File: src/rtl/core/ppm_frame_decoder_unit_assert.svh
// ----------------------------------------------------------------------------
// ppm frame decoder assertion macros
// concurrent assertion shorthands shared by the decoder rtl
// ----------------------------------------------------------------------------
`ifndef PPM_FRAME_DECODER_UNIT_ASSERT_SVH
`define PPM_FRAME_DECODER_UNIT_ASSERT_SVH

// same-cycle implication
`define PPMFD_ASSERT_IMP(name, clk, rst_n, ante, cons) \
	name: assert property (@(posedge clk) disable iff (!rst_n) (ante) |-> (cons)) \
		else $error("ppm frame decoder: assertion failed");

// next-cycle implication
`define PPMFD_ASSERT_NXT(name, clk, rst_n, ante, cons) \
	name: assert property (@(posedge clk) disable iff (!rst_n) (ante) |=> (cons)) \
		else $error("ppm frame decoder: assertion failed");

`endif

File: src/rtl/core/ppmfd_pkg.sv
// ----------------------------------------------------------------------------
// ppm frame decoder package
// shared types, register map and operation codes
// ----------------------------------------------------------------------------
package ppmfd_pkg;

	localparam int WIDTH_W = 16;
	localparam int COUNT_W = 4;
	localparam int ADDR_W  = 3;
	localparam int DATA_W  = 32;

	localparam logic [WIDTH_W-1:0] SYNC_THRESHOLD_RESET = 16'd8000;
	localparam logic [COUNT_W-1:0] CHANNEL_COUNT_RESET  = 4'd7;

	typedef enum logic [1:0] {
		OP_TICK = 2'd0,
		OP_EDGE = 2'd1,
		OP_READ = 2'd2
	} op_t;

	// register select is address bit 2
	typedef enum logic {
		REG_SYNC_THRESHOLD = 1'b0,
		REG_CHANNEL_COUNT  = 1'b1
	} reg_sel_t;

	typedef struct packed {
		logic [WIDTH_W-1:0] sync_threshold;
		logic [COUNT_W-1:0] channel_count;
	} cfg_t;

endpackage

File: src/rtl/core/ppmfd_cfg_regs.sv
// ----------------------------------------------------------------------------
// ppm frame decoder configuration registers
// apb-style register file holding sync threshold and channel count
// ----------------------------------------------------------------------------
module ppmfd_cfg_regs (
	input  logic                         clk,
	input  logic                         arst_n,
	input  logic                         psel,
	input  logic                         penable,
	input  logic                         pwrite,
	input  logic [ppmfd_pkg::ADDR_W-1:0] paddr,
	input  logic [ppmfd_pkg::DATA_W-1:0] pwdata,
	output logic [ppmfd_pkg::DATA_W-1:0] prdata,
	output logic                         pready,
	output ppmfd_pkg::cfg_t              cfg
);
	import ppmfd_pkg::*;

	logic [WIDTH_W-1:0] sync_threshold_q;
	logic [COUNT_W-1:0] channel_count_q;
	logic               wr_en;
	reg_sel_t           sel;

	assign pready = 1'b1;
	assign wr_en  = psel && penable && pwrite && pready;
	assign sel    = reg_sel_t'(paddr[2]);

	always_ff @(posedge clk or negedge arst_n) begin
		if (!arst_n) begin
			sync_threshold_q <= SYNC_THRESHOLD_RESET;
			channel_count_q  <= CHANNEL_COUNT_RESET;
		end else if (wr_en) begin
			case (sel)
				REG_SYNC_THRESHOLD: sync_threshold_q <= pwdata[WIDTH_W-1:0];
				REG_CHANNEL_COUNT:  channel_count_q  <= pwdata[COUNT_W-1:0];
				default: ;
			endcase
		end
	end

	always_comb begin
		case (sel)
			REG_SYNC_THRESHOLD: prdata = DATA_W'(sync_threshold_q);
			REG_CHANNEL_COUNT:  prdata = DATA_W'(channel_count_q);
			default:            prdata = '0;
		endcase
	end

	assign cfg.sync_threshold = sync_threshold_q;
	assign cfg.channel_count  = channel_count_q;

endmodule

File: src/rtl/core/ppm_frame_decoder_unit.sv
// ----------------------------------------------------------------------------
// ppm frame decoder unit
// decodes an rc pulse-position stream into per-channel pulse widths
// ----------------------------------------------------------------------------
// Each input beat is a tick, a rising edge or a slot read. A beat is latched
// into an input register and resolved from there against the tick counter,
// the slot index and the slot store, with the result landing in an output
// register; one beat is taken every cycle unless the output register stalls
// the input side. The output register stalls the input side only when it
// holds an untaken result and the beat in the input register produces one too.
// Edges report the slot written, the interval and whether it exceeded the sync
// threshold; reads return a stored slot, or zero for slots beyond the store.
`include "ppm_frame_decoder_unit_assert.svh"

module ppm_frame_decoder_unit #(
	parameter int MAX_CHANNELS = 8
) (
	input  logic                         clk,
	input  logic                         arst_n,
	input  logic                         psel,
	input  logic                         penable,
	input  logic                         pwrite,
	input  logic [ppmfd_pkg::ADDR_W-1:0] paddr,
	input  logic [ppmfd_pkg::DATA_W-1:0] pwdata,
	output logic [ppmfd_pkg::DATA_W-1:0] prdata,
	output logic                         pready,
	input  logic                         in_valid,
	output logic                         in_ready,
	input  logic [1:0]                   operation,
	input  logic [2:0]                   read_slot,
	output logic                         out_valid,
	input  logic                         out_ready,
	output logic [2:0]                   slot,
	output logic [15:0]                  width,
	output logic                         sync_gap
);
	import ppmfd_pkg::*;

	localparam int         IDX_W   = $clog2(MAX_CHANNELS);
	localparam logic [4:0] MAX_LEN = 5'(MAX_CHANNELS);

	cfg_t cfg;

	logic               v_s1;
	logic [1:0]         op_s1;
	logic [2:0]         rs_s1;

	logic [WIDTH_W-1:0] tick_q;
	logic [2:0]         slot_idx_q;
	logic [WIDTH_W-1:0] widths_q [MAX_CHANNELS];

	logic               out_valid_q;
	logic [2:0]         slot_q;
	logic [WIDTH_W-1:0] width_q;
	logic               gap_q;

	logic               is_tick, is_edge, is_read, has_res, advance, fire;
	logic               gap, wrap, wr_ok, rd_ok;
	logic [4:0]         frame_len, cnt_ext, idx_next, wr_ext, rd_ext;
	logic [IDX_W-1:0]   wr_idx, rd_idx;
	logic [WIDTH_W-1:0] rd_data;

	ppmfd_cfg_regs u_cfg_regs (
		.clk     (clk),
		.arst_n  (arst_n),
		.psel    (psel),
		.penable (penable),
		.pwrite  (pwrite),
		.paddr   (paddr),
		.pwdata  (pwdata),
		.prdata  (prdata),
		.pready  (pready),
		.cfg     (cfg)
	);

	assign is_tick  = v_s1 && (op_s1 == OP_TICK);
	assign is_edge  = v_s1 && (op_s1 == OP_EDGE);
	assign is_read  = v_s1 && (op_s1 == OP_READ);
	assign has_res  = is_edge || is_read;
	assign advance  = !has_res || !out_valid_q || out_ready;
	assign fire     = has_res && advance;
	assign in_ready = !v_s1 || advance;

	// frame length clamped to 1..MAX_CHANNELS
	always_comb begin
		cnt_ext = 5'(cfg.channel_count);
		if (cnt_ext == 5'd0) begin
			frame_len = 5'd1;
		end else if (cnt_ext > MAX_LEN) begin
			frame_len = MAX_LEN;
		end else begin
			frame_len = cnt_ext;
		end
	end

	assign gap      = tick_q > cfg.sync_threshold;
	assign idx_next = 5'(slot_idx_q) + 5'd1;
	assign wrap     = gap || (idx_next >= frame_len);

	assign wr_ext = 5'(slot_idx_q);
	assign wr_ok  = wr_ext < MAX_LEN;
	assign wr_idx = wr_ext[IDX_W-1:0];

	assign rd_ext  = 5'(rs_s1);
	assign rd_ok   = rd_ext < MAX_LEN;
	assign rd_idx  = rd_ext[IDX_W-1:0];
	assign rd_data = rd_ok ? widths_q[rd_idx] : '0;

	// input register
	always_ff @(posedge clk or negedge arst_n) begin
		if (!arst_n) begin
			v_s1 <= 1'b0;
		end else if (in_ready) begin
			v_s1 <= in_valid;
		end
	end

	always_ff @(posedge clk) begin
		if (in_ready && in_valid) begin
			op_s1 <= operation;
			rs_s1 <= read_slot;
		end
	end

	// decoder state
	always_ff @(posedge clk or negedge arst_n) begin
		if (!arst_n) begin
			tick_q     <= '0;
			slot_idx_q <= '0;
			for (int i = 0; i < MAX_CHANNELS; i++) begin
				widths_q[i] <= '0;
			end
		end else if (advance) begin
			if (is_tick) begin
				tick_q <= tick_q + 16'd1;
			end else if (is_edge) begin
				tick_q <= '0;
				slot_idx_q <= wrap ? 3'd0 : idx_next[2:0];
				if (wr_ok) begin
					widths_q[wr_idx] <= tick_q;
				end
			end
		end
	end

	// output register
	always_ff @(posedge clk or negedge arst_n) begin
		if (!arst_n) begin
			out_valid_q <= 1'b0;
		end else if (fire) begin
			out_valid_q <= 1'b1;
		end else if (out_ready) begin
			out_valid_q <= 1'b0;
		end
	end

	always_ff @(posedge clk) begin
		if (fire) begin
			slot_q  <= is_edge ? slot_idx_q : rs_s1;
			width_q <= is_edge ? tick_q : rd_data;
			gap_q   <= is_edge && gap;
		end
	end

	assign out_valid = out_valid_q;
	assign slot      = slot_q;
	assign width     = width_q;
	assign sync_gap  = gap_q;

	`PPMFD_ASSERT_NXT(a_edge_clears_tick, clk, arst_n, is_edge && advance, tick_q == 16'd0)
	`PPMFD_ASSERT_NXT(a_gap_restarts_frame, clk, arst_n, is_edge && advance && gap, slot_idx_q == 3'd0)
	`PPMFD_ASSERT_IMP(a_ready_when_out_free, clk, arst_n, !out_valid_q, in_ready)
	`PPMFD_ASSERT_IMP(a_result_has_source, clk, arst_n, $rose(out_valid_q), $past(v_s1))

endmodule

File: config.mk
export PLATFORM = sky130hd
export DESIGN_NAME = ppm_frame_decoder_unit
export DESIGN_NICKNAME = d
export VERILOG_FILES = /design/src/rtl/core/ppmfd_pkg.sv /design/src/rtl/core/ppmfd_cfg_regs.sv /design/src/rtl/core/ppm_frame_decoder_unit.sv
export VERILOG_INCLUDE_DIRS = /design/src /design/src/rtl/core
export SDC_FILE = /design/constraint.sdc
export NUM_CORES = 1
export LEC_CHECK = 0
export ABC_AREA = 0
export BUFFER_PORTS_ARGS = -buffer_cell sky130_fd_sc_hd__buf_2
export CORE_MARGIN = 10
export CORE_UTILIZATION = 55
export CTS_BUF_LIST = sky130_fd_sc_hd__clkbuf_16
export DETAILED_ROUTE_END_ITERATION = 8
export GPL_ROUTABILITY_DRIVEN = 0
export PLACE_DENSITY = 0.81
export SLEW_MARGIN = 5
export SYNTH_ARGS = -nofsm -noshare
export SYNTH_HDL_FRONTEND = slang
export SYNTH_HIERARCHICAL = 1
export SYNTH_SLANG_ARGS = --single-unit
export TNS_END_PERCENT = 10
File: constraint.sdc
create_clock -name clk -period 3.4 [get_ports clk]
set_input_delay 0.17 -clock clk [delete_from_list [all_inputs] [get_ports clk]]
set_output_delay 0.17 -clock clk [all_outputs]
set_load 0.005 [all_outputs]
==> flow_metrics.py, run 1 <==
metrics = {
    "flow_run": {
        "cap_viol_max_count": 0,
    },
    "drt": {
        "first_iter_violations": 402,
        "wl_per_cell_um": 20.8,
        "avgViaCountPerCell": 5.79,
        "wl_mm": 20.7,
        "dr.pass1.iters": 4,
        "ant_nets": 0,
        "route.detailed.drc": 0,
        "route.vias.total": 5764,
    },
    "cts": {
        "cts_max_level": 4,
        "ctsResizeCount": 0,
        "cts_root_buf": "clkbuf_16",
        "cts_setup_buffers": 0,
        "cts_buffers": 17,
        "clock_sinks": 194,
        "clock_latency_ps": 440,
        "clk_pin_slew_ps": 70,
        "cts_tree": "done",
        "clock_path_buffers": 2,
    },
    "cells_and_area": {
        "final_util": 0.640,
        "fill_cells": 1178,
        "diodes": 0,
        "final_nets": 831,
        "drive_gt1_frac": 0.406,
        "syn2layout_area_growth_pct": 13.3,
    },
    "worst_setup_path": {
        "crit_fanout": 8,
        "crit_arrival_ps": 3020,
        "endpoint_kind": "flip-flop",
        "crit_required_ps": 3740,
        "cp-start-kind": "flip-flop",
        "cp_slowest_cell": "a2111oi_0",
        "max_stage_delay_ps": 530,
        "path_buf_inv": 0,
        "cp_top_family": "compound AO/OA/AOI/OAI gates",
        "cp_cell_sequence": "ha_1 > xor2_1 > ha_1 > a2111oi_0 > o21bai_1 > o31ai_1 > o21ai_0 > o21ai_0",
        "path_class": "flip-flop to flip-flop",
    },
    "synthesis": {
        "yosysSeqAreaShare": 0.531,
        "syn_inst": 687,
        "syn_avg_cell_area_um2": 13.7,
        "yosys-top-cells-area": "dfrtp_1, mux2_2, edfxtp_1",
        "synthFlopType": "dfrtp_1",
        "synth_area_leader_cell": "dfrtp_1",
        "synth_area_um2": 9400,
        "yosys_warnings": 6,
        "netlist_top_cells_count": "dfrtp_1, mux2_2, nor2_1, mux4_2, clkbuf_1",
        "synth-seq-cells": 194,
        "synthArstFlopShare": 0.871,
        "synth_top_area_share": 0.426,
        "yosysUniqueCellTypes": 49,
        "synth-edff-count": 25,
        "synth_most_common_cell": "dfrtp_1",
    },
    "timing": {
        "max_freq_mhz": 374,
        "worst_pin_slew_ps": 777,
        "slew-limit-headroom": 0.482,
        "finalSetupTns_ps": 0,
        "timing.final.crit_share": 0.787,
        "finalHoldViolCount": 0,
        "rsz0062_at_grt": "no",
        "fin_skew_ps": 12.4,
        "drv_slew": 0,
        "final-setup-viol-count": 0,
        "period_needed_ps": 2670,
    },
    "global_route": {
        "antenna_found_initial": 0,
        "grt_pass1_wl_mm": 33.5,
        "track_usage": 0.191,
        "grt_max_degree": 71,
        "grt_pass1_vias": 6242,
        "grt-ovfl-total": 0,
    },
    "die": {
        "rows": 47,
        "die_h_um": 151,
        "die_x_um": 151,
        "start_util": 0.565,
        "fp.coreArea_um2": 16600,
        "die_area_um2": 22700,
        "pin_count": 102,
    },
    "placed_design": {
        "hpwl_mm": 13.4,
        "io_buffers": 66,
    },
    "power": {
        "leakage_uw": 0.00511,
        "p_per_area_nw_per_um2": 534,
        "vdd_ir_drop_max_v": 0.000347,
    },
    "outcome": {
        "status": "finished, final reports clean",
    },
    "hold_path": {
        "hold_class": "input port to flip-flop",
    },
}
[placed cells by master (no fill, tap or decap), types with 7 or more instances in the layout]
cell type / instances
a21oi_1: 26
buf_2: 65
buf_4: 15
clkbuf_16: 17
conb_1: 17
dfrtp_1: 160
dfstp_2: 9
dlygate4sd3_1: 23
edfxtp_1: 25
ha_1: 22
inv_1: 22
inv_6: 7
mux2_2: 136
mux2_4: 10
mux2i_1: 16
mux4_2: 32
nand2_1: 23
nand3_1: 7
nand4_1: 10
nor2_1: 35
nor2b_1: 14
o21ai_0: 17
xor2_1: 12
[where the power goes]
part	internal, uW	leakage [uW]	total, uW	switching [uW]
Clock	1100	0.000292	2010	910
Sequential	2590	0.00252	2790	201
Combinational	434	0.00230	884	450
Total	4130	0.00511	5690	1560
[worst register-to-register path: stages (launching register included)]
cell and delay [ps]:
dfrtp_1 520, ha_1 310, xor2_1 160, ha_1 240, a2111oi_0 530, o21bai_1 170, o31ai_1 380, o21ai_0 170
o21ai_0 120
[through the flow]
| stage | cells | total power [uW] | worst slack (ps) | hold slack [ps] | area [um^2] |
|---|---|---|---|---|---|
| 2_1_floorplan | 702 | 3390 | 1190 | -126 | 9450 |
| 3_3_place_gp | 940 | 3620 | 929 | 204 | 9830 |
| 3_5_place_dp | 940 | 3690 | 775 | 218 | 9830 |
| 4_1_cts | 995 | 5730 | 715 | 23.4 | 10600 |
| 5_1_grt | 995 | 5940 | 533 | 53.7 | 10600 |
| 6_report | 995 | 5690 | 725 | 36.6 | 10600 |
[sequential cells by signal (all words and copies together), names as in the netlist]
name                         cells
op_s1                            2
rd_idx                           3
tick_q                          16
width                           16
v_s1                             1
u_cfg_regs/sync_threshold_q     16
sync_gap                         1
u_cfg_regs/channel_count_q       4
out_valid                        1
widths_q                       128
slot_idx_q                       3
slot                             3
[cells by family after synthesis]
| group | Yosys count | synth area share |
|---|---|---|
| AO/OA/AOI/OAI | 53 | 0.0308 |
| adder cells (fa/ha/maj) | 22 | 0.0293 |
| other | 2 | 0.000799 |
| flip-flops | 194 | 0.531 |
| XOR/XNOR | 14 | 0.0130 |
| multiplexers | 194 | 0.273 |
| AND/OR/NAND/NOR | 122 | 0.0751 |
| buffers and inverters | 86 | 0.0473 |
[routing by layer]
layer | GRT usage | part of all wire | up-vias | wire length [um]
met5 | 0 | 0 | - | 0
met4 | 0.0707 | 0.018 | 0 | 374
met3 | 0.0432 | 0.060 | 27 | 1230
met2 | 0.328 | 0.52 | 182 | 10700
met1 | 0.230 | 0.41 | 2991 | 8430
li1 | - | - | 2564 | -
[final timing paths]
kind | slack (ps) | cells past startpoint | endpoint | start
max reg2reg | 730 | 8 | slot_idx_q[2] | slot_idx_q[0]
min in group asynchronous | 300 | 2 | u_cfg_regs/sync_threshold_q[0] | arst_n
min reg2reg | 490 | 2 | widths_q[64] | widths_q[64]
max | 730 | 8 | slot_idx_q[2] | slot_idx_q[0]
max in group asynchronous | 2070 | 3 | widths_q[20] | arst_n
min | 40 | 4 | out_valid | out_ready
[timing repair]
item / CTS / global route
hold buffers: 23 / 0
setup endpoints to repair: 0 / 0
hold endpoints to repair: 84 / 0
[final cells by class]
class,instances,area [um^2],share of cell area
Clock buffer,17,425,0.0399
Timing Repair Buffer,104,679,0.0638
Sequential cell,194,4990,0.469
Clock inverter,15,168,0.0157
Multi-Input combinational cell,422,4020,0.378
Tap cell,220,275,0.0258
Inverter,23,86.3,0.00811
No activity file was read; power rests on OpenSTA's default activity.
==> run 2: changes to the inputs <==
--- a/config.mk
+++ b/config.mk
@@ -6,14 +6,14 @@
 export SDC_FILE = /design/constraint.sdc
 export NUM_CORES = 1
 export LEC_CHECK = 0
-export ABC_AREA = 0
+export ABC_AREA = 1
 export BUFFER_PORTS_ARGS = -buffer_cell sky130_fd_sc_hd__buf_2
 export CORE_MARGIN = 10
-export CORE_UTILIZATION = 55
+export CORE_UTILIZATION = 53
 export CTS_BUF_LIST = sky130_fd_sc_hd__clkbuf_16
 export DETAILED_ROUTE_END_ITERATION = 8
 export GPL_ROUTABILITY_DRIVEN = 0
-export PLACE_DENSITY = 0.81
+export PLACE_DENSITY = 0.82
 export SLEW_MARGIN = 5
 export SYNTH_ARGS = -nofsm -noshare
 export SYNTH_HDL_FRONTEND = slang
==> constraint.sdc (replaced) <==
create_clock -name clk -period 2.36 [get_ports clk]
set_input_delay 0.118 -clock clk [delete_from_list [all_inputs] [get_ports clk]]
set_output_delay 0.118 -clock clk [all_outputs]
set_load 0.005 [all_outputs]
==> flow_metrics.py, run 2 <==
metrics = {
    "synthesis": {
        "synth_fa_ha_area_frac": 0.0293,
        "muxShareOfSynthArea": 0,
        "syn_avg_cell_area_um2": 8.49,
        "synth_xor_area_frac": 0.000933,
        "synth-seq-cells": 194,
        "syn_inst": 1106,
        "yosysSeqAreaShare": 0.532,
        "yosys_warnings": 6,
        "synth_top_family_by_area": "simple AND/OR/NAND/NOR gates",
        "synth_area_leader_cell": "dfrtp_1",
        "synthArstFlopShare": 0.871,
        "netlist_top_cells_count": "nand2_1, o21ai_0, dfrtp_1, nor2_1, inv_1",
        "synth-edff-count": 25,
        "synth_most_common_cell": "nand2_1",
        "yosys-top-cells-area": "dfrtp_1, nand2_1, o21ai_0",
        "yosysUniqueCellTypes": 39,
        "synth_simple_gate_area_share": 0.201,
        "synth_compound_area_frac": 0.159,
        "synthFlopType": "dfrtp_1",
        "synth_area_um2": 9390,
        "synth_top_area_share": 0.427,
    },
    "power": {
        "p_int_uw": 5840,
        "leakage_uw": 0.00488,
        "vdd_ir_drop_max_v": 0.000468,
        "clkPwrFrac": 0.347,
        "p_per_area_nw_per_um2": 780,
        "power_frac_comb": 0.172,
        "switchingPower_uw": 2460,
        "pwr-share-seq": 0.480,
        "swShare": 0.296,
    },
    "cts": {
        "clock_path_buffers": 2,
        "cts_setup_buffers": 0,
        "cts_tree": "done",
        "clk_pin_slew_ps": 70,
        "cts_max_level": 4,
        "clock_latency_ps": 440,
        "clock_sinks": 194,
        "cts_root_buf": "clkbuf_16",
        "cts_buffers": 17,
    },
    "drt": {
        "dr.pass1.iters": 6,
        "ant_nets": 0,
        "wl_per_cell_um": 16.5,
        "route.detailed.drc": 0,
        "route.vias.total": 7803,
        "avgViaCountPerCell": 5.56,
        "first_iter_violations": 714,
        "wl_mm": 23.2,
    },
    "worst_setup_path": {
        "cp_top_family": "simple AND/OR/NAND/NOR gates",
        "max_stage_delay_ps": 490,
        "crit_fanout": 16,
        "crit_required_ps": 2570,
        "cp_cell_sequence": "nand3_4 > inv_1 > or2_2 > inv_2 > nand2_1 > o211ai_1",
        "path_buf_inv": 2,
        "endpoint_kind": "flip-flop",
        "cp-start-kind": "flip-flop",
        "cp_slowest_cell": "edfxtp_1",
        "crit_arrival_ps": 2180,
        "path_class": "flip-flop to flip-flop",
    },
    "cells_and_area": {
        "drive_gt1_frac": 0.132,
        "layout_commonest_cell": "nand2_1",
        "syn2layout_area_growth_pct": 13.4,
        "top_register": "widths_q",
        "stdcell_area_um2": 10600,
        "diodes": 0,
        "largest_reg_flops": 128,
        "final_util": 0.613,
        "fill_cells": 1422,
        "final_nets": 1234,
        "most-common-layout-cells": "nand2_1, o21ai_0, dfrtp_1",
    },
    "timing": {
        "finalHoldViolCount": 0,
        "period_needed_ps": 1960,
        "worst_hold_slack_ps": 85.3,
        "drv_slew": 0,
        "worst_pin_slew_ps": 617,
        "slew-limit-headroom": 0.587,
        "timing.final.crit_share": 0.831,
        "rsz0062_at_grt": "no",
        "fin_skew_ps": 7.83,
        "final-setup-viol-count": 0,
        "max_freq_mhz": 510,
        "finalSetupTns_ps": 0,
    },
    "hold_path": {
        "hold_class": "input port to flip-flop",
    },
    "die": {
        "start_util": 0.541,
        "die_area_um2": 23400,
        "die_h_um": 153,
        "die_x_um": 153,
        "pin_count": 102,
        "rows": 48,
        "fp.coreArea_um2": 17400,
    },
    "placed_design": {
        "postPlaceCellArea_um2": 9810,
        "hpwl_mm": 14.5,
        "io_buffers": 66,
    },
    "flow_run": {
        "cap_viol_max_count": 0,
    },
    "global_route": {
        "grt_max_degree": 59,
        "antenna_found_initial": 0,
        "track_usage": 0.195,
        "grt-ovfl-total": 0,
        "grt_pass1_vias": 7659,
        "grt_pass1_wl_mm": 38.2,
    },
    "outcome": {
        "status": "finished, final reports clean",
    },
}
==> run 2: area by class of cell <==
type,count,area (um^2),area share
flip-flops and latches,194,4990,0.469
multi-input cells,764,3730,0.350
repair buffers,113,774,0.0728
clock buffers,17,425,0.0400
inverters,75,282,0.0265
well taps,225,282,0.0265
clock inverters,15,159,0.0149
==> run 2: path summary, 6_finish.rpt <==
check,from,to,slack (ps),cells past startpoint
worst max-delay path,op_s1[0],width[6],400,6
worst min-delay path,paddr[2],u_cfg_regs/channel_count_q[1],90,3
worst max register to register,op_s1[0],width[6],400,6
worst min register to register,u_cfg_regs/channel_count_q[2],u_cfg_regs/channel_count_q[2],480,2
max in group asynchronous,arst_n,u_cfg_regs/sync_threshold_q[11],1400,3
min in group asynchronous,arst_n,widths_q[31],220,2
==> run 2: per-stage QoR <==
stage / worst slack [ps] / instances / power (uW)
floorplan: 269 / 1121 / 4980
global placement: 525 / 1347 / 5360
detailed placement: 459 / 1347 / 5430
CTS: 403 / 1403 / 8320
global route: 202 / 1403 / 8700
finish: 399 / 1403 / 8300
==> run 2: cell families (layout without fill, tap and decap cells) <==
kind of cell,Yosys count,in the layout
fa+ha+maj,22,22
flops,194,194
compound gates,279,279
simple gates,445,445
other cells,2,17
buf+inv,163,220
xor+xnor,1,1
==> run 2: power by group through the flow <==
stage	combinational [uW]	clock, uW	sequential, uW
finish	1430	2880	3990
global route	1640	3030	4030
CTS	1430	2900	3980
detailed placement	1380	0	4050
global placement	1320	0	4040
floorplan	1000	0	3980
==> run 2: routing by layer <==
layer,vias up,GRT usage,wire length (um)
met5,-,0,0
met4,0,0.0663,362
met3,30,0.0483,1620
met2,308,0.334,11700
met1,3707,0.235,9480
li1,3758,-,-
==> run 2: what timing repair did <==
action,in CTS,in global routing
hold buffers,24,0
gates resized for setup,0,0
endpoints found under the hold margin,81,0
==> run 2: worst min-delay path, cell delays in order <==
cell and delay, ps:
buf_2 230, nand3_1 130, nand2_1 50
==> run 3: changes to the inputs <==
==> constraint.sdc (replaced) <==
create_clock -name clk -period 1.8 [get_ports clk]
set_input_delay 0.09 -clock clk [delete_from_list [all_inputs] [get_ports clk]]
set_output_delay 0.09 -clock clk [all_outputs]
set_load 0.005 [all_outputs]
==> flow_metrics.py, run 3 (synthesis results as in run 2) <==
metrics = {
    "timing": {
        "final-setup-viol-count": 0,
        "worst_hold_slack_ps": 54.5,
        "fin_skew_ps": 10.4,
        "finalSetupTns_ps": 0,
        "timing.final.crit_share": 0.952,
        "max_freq_mhz": 584,
        "finalHoldViolCount": 0,
        "fin_ws_ps": 86.6,
        "rsz0062_at_grt": "yes",
        "period_needed_ps": 1710,
        "drv_slew": 0,
    },
    "cells_and_area": {
        "layout_commonest_cell": "nand2_1",
        "final_nets": 1254,
        "stdcell_count": 1423,
        "most-common-layout-cells": "nand2_1, o21ai_0, dfrtp_1",
        "syn2layout_area_growth_pct": 17.1,
        "largest_reg_flops": 128,
        "diodes": 0,
        "final_util": 0.633,
        "top_register": "widths_q",
        "drive_gt1_frac": 0.154,
    },
    "die": {
        "fp.coreArea_um2": 17400,
        "die_x_um": 153,
        "pin_count": 102,
        "start_util": 0.541,
        "die_area_um2": 23400,
        "rows": 48,
        "die_h_um": 153,
    },
    "cts": {
        "cts_buffers": 17,
        "clock_sinks": 194,
        "cts_max_level": 4,
        "clock_latency_ps": 440,
        "cts_tree": "done",
        "clock_path_buffers": 2,
        "cts_root_buf": "clkbuf_16",
        "clk_pin_slew_ps": 70,
    },
    "worst_setup_path": {
        "crit_required_ps": 2180,
        "crit_fanout": 4,
        "crit_arrival_ps": 2090,
        "cp-start-kind": "flip-flop",
        "r2r_slack_ps": 90,
        "rr_endpoint": "slot_idx_q[0]",
        "path_class": "flip-flop to flip-flop",
        "critPathLaunch": "slot_idx_q[1]",
        "endpoint_kind": "flip-flop",
        "timing.rr.start": "slot_idx_q[1]",
        "reg2regPathDepth": 9,
    },
    "global_route": {
        "grt-ovfl-total": 0,
        "grt_max_degree": 64,
        "grt_pass1_vias": 7906,
        "grt_pass1_wl_mm": 39.8,
        "track_usage": 0.203,
        "antenna_found_initial": 0,
    },
    "power": {
        "p_per_area_nw_per_um2": 1010,
        "vdd_ir_drop_max_v": 0.000785,
        "leakage_uw": 0.00504,
    },
    "placed_design": {
        "dp_cells": 1366,
        "hpwl_mm": 14.8,
        "io_buffers": 66,
        "pre_cts_slack_ps": -55.9,
    },
    "drt": {
        "route.vias.total": 8022,
        "route.detailed.drc": 0,
        "first_iter_violations": 801,
        "avgViaCountPerCell": 5.64,
        "ant_nets": 0,
        "wl_mm": 23.8,
        "dr.pass1.iters": 6,
        "wl_per_cell_um": 16.7,
    },
    "hold_path": {
        "hold_class": "input port to asynchronous set/reset pin",
    },
    "outcome": {
        "status": "finished, final reports clean",
    },
    "flow_run": {
        "cap_viol_max_count": 0,
    },
}
run 3: changes by cell type in the layout (fill, tap and decap cells not counted), moves of 4 or more:
cell | before | now
buf_12 | 2 | 13
buf_4 | 21 | 26
clkinv_8 | 0 | 5
buf_6 | 1 | 5
run 3: layout make-up:
type	count	area (um^2)
fill	1394	6360
sequential	194	4990
multi-input combinational	764	3770
timing repair buffer	133	1080
clock buffer	17	425
inverter	75	282
tap	225	282
clock inverter	15	169
run 3: layer usage:
| layer | part of all wire | GRT usage |
|---|---|---|
| met1 | 0.42 | 0.253 |
| met3 | 0.070 | 0.0421 |
| met4 | 0.020 | 0.0736 |
| met2 | 0.49 | 0.339 |
| met5 | 0 | 0 |
run 3: per-stage QoR:
stage	area (um^2)	power, uW
after floorplan	9440	6530
after global placement	10100	7160
after detailed placement	10100	7250
after CTS	10900	11000
after global routing	11000	11700
final	11000	11100
run 3: worst max-delay path by stage:
stage,endpoint,slack [ps],depth (start not counted)
2_1_floorplan,slot[0],40,5
3_3_place_gp,slot_idx_q[0],20,9
3_5_place_dp,slot_idx_q[0],-60,9
4_1_cts,slot_idx_q[0],2,10
5_1_grt,slot_idx_q[1],-50,9
6_report,slot_idx_q[0],90,9
run 3: repair_timing:
| action | in CTS | in global routing |
|---|---|---|
| resized for setup | 2 | 14 |
| hold buffers | 24 | 0 |
| setup endpoints to repair | 3 | 19 |
| buffers inserted | 0 | 1 |
| hold endpoints to repair | 187 | 0 |
| cloned | 0 | 0 |
| pin swaps | 1 | 5 |
run 3: critical path, stage by stage, from the launching register on:
cell	delay (ps)
dfrtp_1	430
ha_1	230
xnor2_2	160
inv_1	60
ha_1	280
inv_1	50
o21bai_1	70
a21oi_2	190
nand3_1	100
nand2_1	70
run 3: report_power, final:
part	total, uW	internal (uW)	switching, uW	leakage (uW)
Sequential	5190	4910	283	0.00253
Combinational	2180	862	1320	0.00223
Clock	3710	1860	1850	0.000281
Total	11100	7630	3460	0.00504
